==> src/rtl/brsp_pkg.sv <==
// Shared types and constants for the block reward with size penalty pipeline.
// No dependencies.
`default_nettype none
package brsp_pkg;

	typedef enum logic [2:0] {
		REG_COIN_SUPPLY  = 3'd0,
		REG_SPEED_FACTOR = 3'd1,
		REG_TAIL_SUBSIDY = 3'd2,
		REG_TARGET_V1    = 3'd3,
		REG_TARGET_V2    = 3'd4,
		REG_ZONE_V1      = 3'd5,
		REG_ZONE_V2      = 3'd6,
		REG_ZONE_V5      = 3'd7
	} reg_idx_t;

	localparam logic [63:0] RST_COIN_SUPPLY  = 64'hFFFF_FFFF_FFFF_FFFF;
	localparam logic [5:0]  RST_SPEED_FACTOR = 6'd20;
	localparam logic [63:0] RST_TAIL_SUBSIDY = 64'd300000000000;
	localparam logic [11:0] RST_TARGET_V1    = 12'd60;
	localparam logic [11:0] RST_TARGET_V2    = 12'd120;
	localparam logic [31:0] RST_ZONE_V1      = 32'd20000;
	localparam logic [31:0] RST_ZONE_V2      = 32'd60000;
	localparam logic [31:0] RST_ZONE_V5      = 32'd300000;

	localparam logic [7:0]  VER_V2 = 8'd2;
	localparam logic [7:0]  VER_V5 = 8'd5;

	// floor(t/60) = (t * 4370) >> 18 for all 12-bit t
	localparam logic [12:0] MIN_RECIP = 13'd4370;
	localparam int          MIN_SHIFT = 18;

	localparam int QUO_BITS = 64;

	typedef struct packed {
		logic [5:0]  speed_factor;
		logic [63:0] coin_supply;
		logic [63:0] tail_subsidy;
		logic [11:0] target_v1;
		logic [11:0] target_v2;
		logic [31:0] zone_v1;
		logic [31:0] zone_v2;
		logic [31:0] zone_v5;
	} cfg_t;

	typedef struct packed {
		logic [63:0] rem;
		logic [63:0] lo;
		logic [63:0] dvs;
		logic        status;
	} div_t;

endpackage
`default_nettype wire

==> src/rtl/brsp_div_stage.sv <==
// One restoring-division step: one quotient bit per stage.
// Depends on brsp_pkg.
`default_nettype none
module brsp_div_stage (
	input  wire logic           clk,
	input  wire logic           arst_n,
	input  wire logic           en,
	input  wire logic           in_v,
	input  wire brsp_pkg::div_t in_d,
	output logic                out_v,
	output brsp_pkg::div_t      out_d
);

	logic [64:0] r2, sub;
	logic        ge;

	always_comb begin
		r2  = {in_d.rem, in_d.lo[63]};
		sub = r2 - {1'b0, in_d.dvs};
		ge  = r2 >= {1'b0, in_d.dvs};
	end

	always_ff @(posedge clk or negedge arst_n) begin
		if (!arst_n)
			out_v <= 1'b0;
		else if (en)
			out_v <= in_v;
	end

	always_ff @(posedge clk) begin
		if (en) begin
			out_d.rem    <= ge ? sub[63:0] : r2[63:0];
			out_d.lo     <= {in_d.lo[62:0], ge};
			out_d.dvs    <= in_d.dvs;
			out_d.status <= in_d.status;
		end
	end

endmodule
`default_nettype wire

==> config.mk <==
export PLATFORM = sky130hd
export DESIGN_NAME = brsp_div_stage
export DESIGN_NICKNAME = d
export VERILOG_FILES = /design/src/rtl/brsp_pkg.sv /design/src/rtl/brsp_div_stage.sv
export SDC_FILE = /design/constraint.sdc
export NUM_CORES = 1
export LEC_CHECK = 0
export BUFFER_PORTS_ARGS = -buffer_cell sky130_fd_sc_hd__buf_2
export CAP_MARGIN = 20
export CORE_ASPECT_RATIO = 0.9
export CORE_MARGIN = 2
export CORE_UTILIZATION = 30
export CTS_CLUSTER_SIZE = 28
export DETAILED_ROUTE_END_ITERATION = 10
export GPL_TIMING_DRIVEN = 0
export MAX_ROUTING_LAYER = met4
export PLACE_DENSITY = 0.55
export SYNTH_ARGS = -nofsm -noshare
export SYNTH_HDL_FRONTEND = slang
export SYNTH_SLANG_ARGS = --single-unit
==> constraint.sdc <==
create_clock -name clk -period 0.8 [get_ports clk]
set_input_delay 0.16 -clock clk [delete_from_list [all_inputs] [get_ports clk]]
set_output_delay 0.16 -clock clk [all_outputs]
set_load 0.005 [all_outputs]
* Word-level counts from Yosys, hierarchy flattened
Cells that the tools add are included.
** Storage, ports and cells
- Bits in registers :: 194
- Input port bits :: 197
- Output and inout port bits :: 194
- Word-level logic and storage cells :: 8
** Operators by class
- Add/sub/neg operators :: 1
- Magnitude comparators :: 1
- Mux-type cells :: 1
** Operator list (number)
- $ge 65x64->1 :: 1
- $mux 64 :: 1
- $sub 64x64->64 :: 1

* Depth between registers and ports, before layout
Gate-level depths: netlist of run 1.
- Depth after elaboration :: 2
- Depth in mapped cells :: 16

* Worst setup path after synthesis of run 1
Ideal clock, no wire load.
- Kind :: input to register
- From :: input port in_d[18] (netlist name)
- To :: register out_d[188] (netlist name) (data pin)
- Arrival :: 2.720 ns
- Setup slack :: -2.186 ns
- Stages :: 16
- Cells stage by stage :: inv_1 > ha_1 > buf_2 > nand4_2 > nor3_2 > nand2_1 > a2111oi_4 > nor3_2 > o31ai_4 > a2111oi_2 > or2_4 > buf_6 > buf_6 > buf_2 > nand2_1 > o41ai_2
** Between the ends
- Cells in the longest elaborated chain, start to end :: 2
- Elaborated cells between the ends (all ways) :: 3
- Classes of those cells :: add/sub (1); order compare (1); mux (1)
** Ends and longest elaborated chain
- start, declared :: RTL line brsp_div_stage.sv:9 : input wire brsp_pkg::div_t in_d,
- $sub 64x64->64 or $ge 65x64->1 (tied branches) :: RTL line brsp_div_stage.sv:19, brsp_div_stage.sv:20
- $mux 64 * :: RTL line brsp_div_stage.sv:32 : out_d.rem <= ge ? sub[63:0] : r2[63:0];
- end, declared :: RTL line brsp_div_stage.sv:11 : output brsp_pkg::div_t out_d
Every way passes the cells marked *; elsewhere a longest branch is shown, timed or not.
A chain may end at the register's enable or synchronous reset.

* Worst setup path in the final report of run 1
- From :: input port in_d[153] (netlist name)
- To :: register out_d[162] (netlist name) (data pin)
Same word-level chain as after synthesis.

==> results.toml, run 1 <==
[run_status]
status = "complete, but fails checks"
violations = "negative hold slack, negative setup slack"

[place]
numPortBuffers = 390
dpl_cell_area_um2 = 13650
placement.setup.worst_slack_ns = -3.510
detailed_place_hpwl_um = 27780
gp_congestion = 0.8828

[clock_tree]
cts_root_buffer = "sky130_fd_sc_hd__clkbuf_16"
cts_tree = "yes"
htree_num_levels = 4
tritoncts.num_buffers = 17
clock_latency_ns = 0.47
tritoncts_num_sinks = 194
worst_setup_hold_path_clk_slew_ns = 0.08
max-clock-path-buffers = 2

[floorplan]
ios = 391
rows = 65
die_w_um = 203.3
initial_utilization_pct = 30.54
die_y_um = 183.4
design.die.area_um2 = 37290
placeableCoreArea_um2 = 35130

[sta]
final_min_period_ns = 2.882
number_of_pins_with_negative_max_slew_slack_in_the_final_report = 0
holdWs_ns = -0.02872
slew_headroom_pct = 57.73
fin_worst_skew_ns = 0
layout_setup_ws_ns = -2.082
max_slew.worst_pin.slew_ns = 0.6283
setup-violations-final = 259
fmax_mhz = 347.0
rsz0062_at_grt = "true"
timing.final.hold_violations = 1
period_share_pct = 360.2

[routing]
num_vias = 10260
vias_per_cell = 4.818
drt_wl_total_um = 39600
wl_per_cell_um = 18.59
number_of_drc_violations_after_detailed_routing = 0
antenna_violating_nets_post_route = 0
drtPass1Iterations = 5
dr.first_iter.drc_count = 718

[logic_synthesis]
synth_seq_cells = 194
yosysSeqAreaShare_pct = 54.25
synth_edf_count = 193
synth_async_sr_flop_share_pct = 0.5155
yosys.cell_types.count = 68
syn_area_per_cell_um2 = 10.70
netlist_area_um2 = 10730
synthesis.instances = 1003
synth-warning-count = 0
syn_nets = 1265
predominant_post_synthesis_flop_cell = "sky130_fd_sc_hd__edfxtp_1"

[hold_path]
min-delay-path-class = "in2reg"
timing.hold.worst.start = "in_d[156]"

[critical_path]
worst_path_largest_cell_delay_ns = 0.37
worst_r2r_path_depth = 1
crit_chain = "buf_2, ha_4, nand2_4, nor4_4, nand2b_4, a2111oi_4, buf_4, nor3_4, o31ai_4, a2111oi_4, or2_4, buf_12, buf_16, clkbuf_16, nand2_4, o21ai_2"
timing.setup.critical_path_class = "in2reg"
r2r_end = "out_v"
r2r-start = "out_v"
worst_setup_path_end_kind = "register"
critical_path.slowest_cell = "sky130_fd_sc_hd__nor4_4"
startpoint_type = "input port"
critPathCapture = "out_d[162]"
worstPathBufferInverterCount = 5
setup.reg_to_reg.worst_slack_ns = 0.07
timing.critical_path.from = "in_d[153]"
path_delay_family = "simple AND/OR/NAND/NOR gates"
cp_data_arrival_time_ns = 3.10
crit_fanout = 8
path_depth = 16
worst_ep_required_time_ns = 1.02

[finish]
post-route-util_pct = 51.12
final_design_area_no_fill_um2 = 17960
layout.cells.most_common_list = "370 x sky130_fd_sc_hd__buf_2, 193 x sky130_fd_sc_hd__edfxtp_1, 168 x sky130_fd_sc_hd__dlygate4sd3_1"
areaGrowthSynthToFinish_pct = 67.41
multiInputGateArea_um2 = 5697
final_layout_size_suffix_gt1_share_pct = 45.50
final_net_count = 1906
final-seq-area_um2 = 5821
most_common_cell_after_layout_fill_and_taps_aside = "sky130_fd_sc_hd__buf_2"
n_fill_cell = 3232

[global_routing]
grt_start_max_net_pins = 101
gr-total-overflow = 0
grt_first_pass_wirelength_um = 58710
antenna_found_initial = 5
grt_pass1_vias = 10480
grt_use_total_pct = 21.39

[power]
ir_worst_vdd_v = 0.001466
power.density_cell_area_nw_per_um2 = 1757
power.total_uw = 31550
leakage_uw = 0.007609

[flow_run]
maxCapViolations = 0
==> final cells by class <==
cell class	count	area share (%)
multi-input cells	684	31.72
clock buffers	17	2.369
flip-flops and latches	194	32.41
diodes	4	0.05573
clock inverters	15	0.9056
well taps	469	3.267
repair buffers	635	25.55
plain buffers	26	1.797
inverters	86	1.937
==> Yosys cell counts, drive strengths merged (5+ instances only) <==
| master | n | share of area, % |
|---|---|---|
| xor2 | 22 | 1.8 |
| nor4 | 6 | 0.41 |
| or2 | 6 | 0.37 |
| o21bai | 16 | 1.1 |
| a21oi | 87 | 4.1 |
| nand2b | 11 | 0.64 |
| nor3 | 7 | 0.42 |
| xnor2 | 37 | 3.0 |
| a2111oi | 5 | 0.70 |
| a21o | 16 | 1.1 |
| edfxtp | 193 | 54 |
| nand4 | 26 | 1.6 |
| a31oi | 8 | 0.47 |
| o21a | 8 | 0.56 |
| buf | 18 | 0.96 |
| o21ai | 104 | 4.9 |
| nand2 | 129 | 4.6 |
| o211ai | 8 | 0.56 |
| nor2 | 53 | 1.9 |
| a211oi | 5 | 0.35 |
| clkbuf | 21 | 0.75 |
| nand3 | 10 | 0.47 |
| ha | 64 | 7.5 |
| o31ai | 8 | 0.69 |
| inv | 86 | 3.0 |
==> worst min-delay path, stage by stage <==
cell and delay [ns]:
sky130_fd_sc_hd__buf_6 0.09, sky130_fd_sc_hd__nand2_4 0.04, sky130_fd_sc_hd__o21ai_2 0.04
==> stage by stage <==
step	TNS, ns	std cells
3_5_place_dp	-323.58	1863
5_1_grt	-209.89	2130
3_3_place_gp	-798.04	1862
2_1_floorplan	-133.88	1003
6_report	-194.47	2130
4_1_cts	-233.87	2112
==> per-layer routing <==
layer	routed length [µm]	global-route usage [%]
met1	17250	26.83
met2	18910	34.66
met3	2625	5.117
met4	813	5.664
met5	0	-
==> what timing repair did <==
item,in CTS,in global routing
pin swaps,55,56
endpoints found under the hold margin,163,5
buffers inserted,54,16
cloned,6,4
hold buffers,164,4
gates resized for setup,227,165
endpoints found under the setup margin,360,360
==> flip-flops by register name (all words and copies together) (netlist names) <==
signal	count
out_v	1
out_d	193
==> how the worst min path moves through the flow <==
stage                            end  depth (start not counted)
final                     out_d[157]                          3
after global routing      out_d[157]                          3
after CTS                 out_d[132]                          3
after detailed placement       out_v                          1
after global placement         out_v                          1
after floorplan                out_v                          0
==> cell families after synthesis <==
kind of cell	count (synthesis)	synth area share [%]
buffers and inverters	125	4.711
XOR/XNOR	59	4.816
AO/OA/AOI/OAI	293	16.94
multiplexers	1	0.1049
flip-flops	194	54.25
AND/OR/NAND/NOR	266	11.52
adder cells (fa/ha/maj)	65	7.650
==> power by group <==
part | internal (µW) | total [µW] | switching [µW]
Combinational | 4890 | 10100 | 5190
Clock | 4190 | 8690 | 4510
Sequential | 12500 | 12800 | 251
Total | 21600 | 31600 | 9950
No activity file was read; power rests on OpenSTA's default activity.
==> run 2: changes to the inputs <==
--- a/config.mk
+++ b/config.mk
@@ -14,7 +14,7 @@
 export DETAILED_ROUTE_END_ITERATION = 10
 export GPL_TIMING_DRIVEN = 0
 export MAX_ROUTING_LAYER = met4
-export PLACE_DENSITY = 0.55
+export PLACE_DENSITY = 0.56
 export SYNTH_ARGS = -nofsm -noshare
 export SYNTH_HDL_FRONTEND = slang
 export SYNTH_SLANG_ARGS = --single-unit
==> results.toml, run 2 (synthesis results as in run 1) <==
[floorplan]
design.die.area_um2 = 37290
rows = 65
placeableCoreArea_um2 = 35130
ios = 391
die_w_um = 203.3
die_y_um = 183.4
initial_utilization_pct = 30.54

[sta]
timing.final.hold_violations = 0
final_min_period_ns = 2.947
rsz0062_at_grt = "true"
layout_setup_ws_ns = -2.147
number_of_pins_with_negative_max_slew_slack_in_the_final_report = 0
setup-violations-final = 259
period_share_pct = 368.4
max_slew.worst_pin.slew_ns = 0.5748
fmax_mhz = 339.3
fin_worst_skew_ns = 0
slew_headroom_pct = 61.28

[routing]
vias_per_cell = 4.842
wl_per_cell_um = 18.89
antenna_violating_nets_post_route = 0
drt_wl_total_um = 40340
number_of_drc_violations_after_detailed_routing = 0
dr.first_iter.drc_count = 653
drtPass1Iterations = 5
num_vias = 10340

[critical_path]
crit_chain = "buf_2, inv_1, ha_1, buf_6, buf_6, and4_4, nand4_1, or4_4, o31ai_4, a2111oi_4, or2_4, buf_12, buf_16, buf_12, buf_8, nand2_2, o21ai_1"
crit_fanout = 7
worstPathBufferInverterCount = 8
worst_ep_required_time_ns = 1.01
worst_path_largest_cell_delay_ns = 0.56
critical_path.slowest_cell = "sky130_fd_sc_hd__or4_4"
worst_setup_path_end_kind = "register"
path_delay_family = "simple AND/OR/NAND/NOR gates"
timing.setup.critical_path_class = "in2reg"
startpoint_type = "input port"
cp_data_arrival_time_ns = 3.16

[global_routing]
grt_use_total_pct = 21.00
grt_pass1_vias = 10360
grt_first_pass_wirelength_um = 57820
grt_start_max_net_pins = 111
gr-total-overflow = 0
antenna_found_initial = 5

[finish]
n_fill_cell = 3180
multiInputGateArea_um2 = 5565
top_regs = "out_d x193, out_v x1"
most_common_cell_after_layout_fill_and_taps_aside = "sky130_fd_sc_hd__buf_2"
instances_no_fill = 2136
final-seq-area_um2 = 5821
largest_reg_flops = 193
layout.cells.most_common_list = "370 x sky130_fd_sc_hd__buf_2, 193 x sky130_fd_sc_hd__edfxtp_1, 179 x sky130_fd_sc_hd__dlygate4sd3_1"
final_layout_size_suffix_gt1_share_pct = 43.38
final_net_count = 1911
post-route-util_pct = 50.83
top_register = "out_d"
areaGrowthSynthToFinish_pct = 66.44

[power]
leakage_uw = 0.007493
power.density_cell_area_nw_per_um2 = 1765
ir_worst_vdd_v = 0.001410
power.total_uw = 31510

[place]
numPortBuffers = 390
detailed_place_hpwl_um = 27840
gp_congestion = 0.8619
post-place-cells = 1864

[clock_tree]
worst_setup_hold_path_clk_slew_ns = 0.07
htree_num_levels = 4
cts_tree = "yes"
max-clock-path-buffers = 2
tritoncts_num_sinks = 194
cts_root_buffer = "sky130_fd_sc_hd__clkbuf_16"
clock_latency_ns = 0.47
tritoncts.num_buffers = 17

[flow_run]
maxCapViolations = 0

[run_status]
status = "complete, but fails checks"
violations = "negative setup slack"

[hold_path]
min-delay-path-class = "in2reg"
==> run 2: changes by cell type in the layout (fill, tap and decap cells not counted), sizes merged <==
cell | before | now
buf | 484 | 472
bufinv | 0 | 1
clkbuf | 26 | 34
clkinv | 8 | 7
clkinvlp | 0 | 1
diode | 4 | 5
dlygate4sd3 | 168 | 179
inv | 93 | 90
==> run 2: through the flow <==
step | setup TNS, ns | hold WS [ns] | instance area, µm² | setup WS, ns
after floorplan | -133.88 | -0.1356 | 11070 | -2.121
after global placement | -807.51 | -0.06543 | 13610 | -3.452
after detailed placement | -318.37 | -0.06438 | 13650 | -3.446
after CTS | -213.47 | -0.008184 | 16820 | -2.128
after global routing | -210.46 | 0.01503 | 17860 | -2.254
final | -193.10 | 0.02245 | 17860 | -2.147
==> run 2: final cells by class <==
| cell class | instances | area share [%] |
|---|---|---|
| Multi-Input combinational cell | 684 | 31.17 |
| Inverter | 86 | 1.962 |
| Clock inverter | 13 | 0.8408 |
| Tap cell | 469 | 3.286 |
| Clock buffer | 19 | 2.480 |
| Sequential cell | 194 | 32.60 |
| Timing Repair Buffer | 638 | 25.83 |
| Buffer | 28 | 1.766 |
| Antenna cell | 5 | 0.07007 |
==> run 2: repair_timing <==
| action | 4_1_cts | 5_1_grt |
|---|---|---|
| cloned | 0 | 7 |
| pin swaps | 37 | 60 |
| endpoints found under the setup margin | 369 | 369 |
| buffers inserted | 45 | 23 |
| resized for setup | 148 | 211 |
| hold buffers | 173 | 6 |
| endpoints found under the hold margin | 173 | 6 |
==> run 2: per-layer routing <==
metal / global-route usage [%] / vias to the layer above / share of wire (%)
li1: - / 4983 / -
met1: 26.07 / 4953 / 43
met2: 34.23 / 372 / 49
met3: 5.153 / 35 / 6.3
met4: 5.664 / 0 / 1.5
met5: - / - / 0
==> run 2: power breakdown <==
| group | switching, µW | internal, µW |
|---|---|---|
| registers | 265 | 12500 |
| logic | 5070 | 4790 |
| clock network | 4350 | 4500 |
==> run 2: path summary, 6_finish.rpt <==
kind                                start         end  slack, ns  cells after the start
max in group asynchronous          arst_n       out_v       0.15                      3
worst min register to register      out_v       out_v       0.51                      1
worst min-delay path            in_d[158]  out_d[159]       0.02                      3
worst max register to register      out_v       out_v       0.06                      1
min in group asynchronous          arst_n       out_v       0.54                      3
worst max-delay path             in_d[18]  out_d[186]      -2.15                     17
==> run 3: changes to the inputs <==
==> constraint.sdc (replaced) <==
create_clock -name clk -period 2.5 [get_ports clk]
set_input_delay 0.5 -clock clk [delete_from_list [all_inputs] [get_ports clk]]
set_output_delay 0.5 -clock clk [all_outputs]
set_load 0.005 [all_outputs]
==> results.toml, run 3 (synthesis results as in run 1) <==
[routing]
dr.first_iter.drc_count = 575
wl_per_cell_um = 18.89
number_of_drc_violations_after_detailed_routing = 0
vias_per_cell = 4.844
antenna_violating_nets_post_route = 0
drtPass1Iterations = 5
num_vias = 9466
drt_wl_total_um = 36900

[power]
leakage_uw = 0.006687
power.density_cell_area_nw_per_um2 = 614.5
ir_worst_vdd_v = 0.0004496
power.total_uw = 9746

[finish]
final_layout_size_suffix_gt1_share_pct = 46.89
post-route-util_pct = 45.14
top_register = "out_d"
most_common_cell_after_layout_fill_and_taps_aside = "sky130_fd_sc_hd__buf_2"
layout.cells.most_common_list = "373 x sky130_fd_sc_hd__buf_2, 193 x sky130_fd_sc_hd__edfxtp_1, 83 x sky130_fd_sc_hd__nand2_1"
final_net_count = 1729
instances_no_fill = 1954
areaGrowthSynthToFinish_pct = 47.82
largest_reg_flops = 193
top_regs = "out_d x193, out_v x1"
final_design_area_no_fill_um2 = 15860

[clock_tree]
tritoncts_num_sinks = 194
clock_latency_ns = 0.46
tritoncts.num_buffers = 17
max-clock-path-buffers = 2
htree_num_levels = 4
cts_root_buffer = "sky130_fd_sc_hd__clkbuf_16"
worst_setup_hold_path_clk_slew_ns = 0.08
cts_tree = "yes"

[place]
dpl_cell_area_um2 = 13650
post-place-cells = 1864
placement.setup.worst_slack_ns = -2.086
detailed_place_hpwl_um = 27840
gp_congestion = 0.8619
numPortBuffers = 390

[critical_path]
crit_chain = "buf_2, inv_1, ha_1, and2_2, nand4_1, or4_4, o31ai_4, a2111oi_4, or2_4, buf_12, buf_16, buf_12, buf_8, nand2_2, o21ai_1"
timing.setup.critical_path_class = "in2reg"
worstPathBufferInverterCount = 6
critical_path.slowest_cell = "sky130_fd_sc_hd__or4_4"
crit_fanout = 8
cp_data_arrival_time_ns = 3.49
path_delay_family = "simple AND/OR/NAND/NOR gates"
worst_r2r_path_depth = 1
setup.reg_to_reg.worst_slack_ns = 1.76
timing.critical_path.from = "in_d[13]"
worst_path_largest_cell_delay_ns = 0.55
path_depth = 15
r2r_end = "out_v"
worst_ep_required_time_ns = 2.72
r2r-start = "out_v"
path_common_cell = "sky130_fd_sc_hd__buf_12"
worst_setup_path_end_kind = "register"
startpoint_type = "input port"

[global_routing]
grt_first_pass_wirelength_um = 53980
gr-total-overflow = 0
grt_start_max_net_pins = 111
grt_pass1_vias = 9443
grt_use_total_pct = 19.79
antenna_found_initial = 5

[floorplan]
die_w_um = 203.3
initial_utilization_pct = 30.54
rows = 65
placeableCoreArea_um2 = 35130
die_y_um = 183.4
design.die.area_um2 = 37290
ios = 391

[sta]
timing.final.hold_violations = 0
slew_headroom_pct = 53.93
layout_setup_ws_ns = -0.7705
max_slew.worst_pin.slew_ns = 0.6911
setup-violations-final = 65
fin_worst_skew_ns = 0
number_of_pins_with_negative_max_slew_slack_in_the_final_report = 0
rsz0062_at_grt = "true"
fmax_mhz = 305.8
period_share_pct = 130.8
final_min_period_ns = 3.271

[hold_path]
timing.hold.worst.start = "in_d[77]"
holdPathStages = 1
hold_path_end = "out_d[78]"
min-delay-path-class = "in2reg"

[run_status]
violations = "negative setup slack"
status = "complete, but fails checks"

[flow_run]
maxCapViolations = 0
run 3: changes by cell type in the layout (fill, tap and decap cells not counted), sizes merged:
cell         before  now
dlygate4sd3     179    1
clkbuf           34   32
buf             472  470
run 3: cell type report:
cell class,count,area (µm²)
multi-input cells,684,5466
flip-flops and latches,194,5821
clock buffers,19,442.9
repair buffers,456,2735
diodes,5,12.51
inverters,86,342.8
well taps,469,586.8
clock inverters,13,150.1
fillers,3355,19270
plain buffers,28,302.8
run 3: worst max-delay path by stage:
stage / slack [ns] / to
6_report: -0.77 / out_d[186]
5_1_grt: -0.88 / out_d[186]
4_1_cts: -0.77 / out_d[187]
3_3_place_gp: -2.09 / out_d[183]
3_5_place_dp: -2.09 / out_d[191]
2_1_floorplan: -0.76 / out_d[153]
run 3: timing repair:
item / 4_1_cts / 5_1_grt
resized for setup: 146 / 169
endpoints found under the setup margin: 65 / 65
endpoints found under the hold margin: 1 / 0
pin swaps: 37 / 57
buffers inserted: 45 / 22
cloned: 0 / 4
hold buffers: 1 / 0
run 3: stage by stage:
stage	hold slack (ns)	TNS (ns)
final	0.2042	-41.91
after global routing	0.1706	-49.06
after CTS	0.1723	-43.54
after detailed placement	0.2756	-117.45
after global placement	0.2746	-455.27
after floorplan	0.2044	-45.48
run 3: layer usage:
layer	global-route usage, %	vias to the layer above	routed length, µm
met5	-	-	0
li1	-	4604	-
met3	5.259	38	2392
met4	4.964	0	579
met1	24.73	4502	16370
met2	31.92	322	17570
run 3: report_power, final:
| group | switching [µW] | internal [µW] |
|---|---|---|
| Combinational | 1530 | 1310 |
| Sequential | 79.2 | 4010 |
| Clock | 1370 | 1440 |
| Total | 2990 | 6760 |
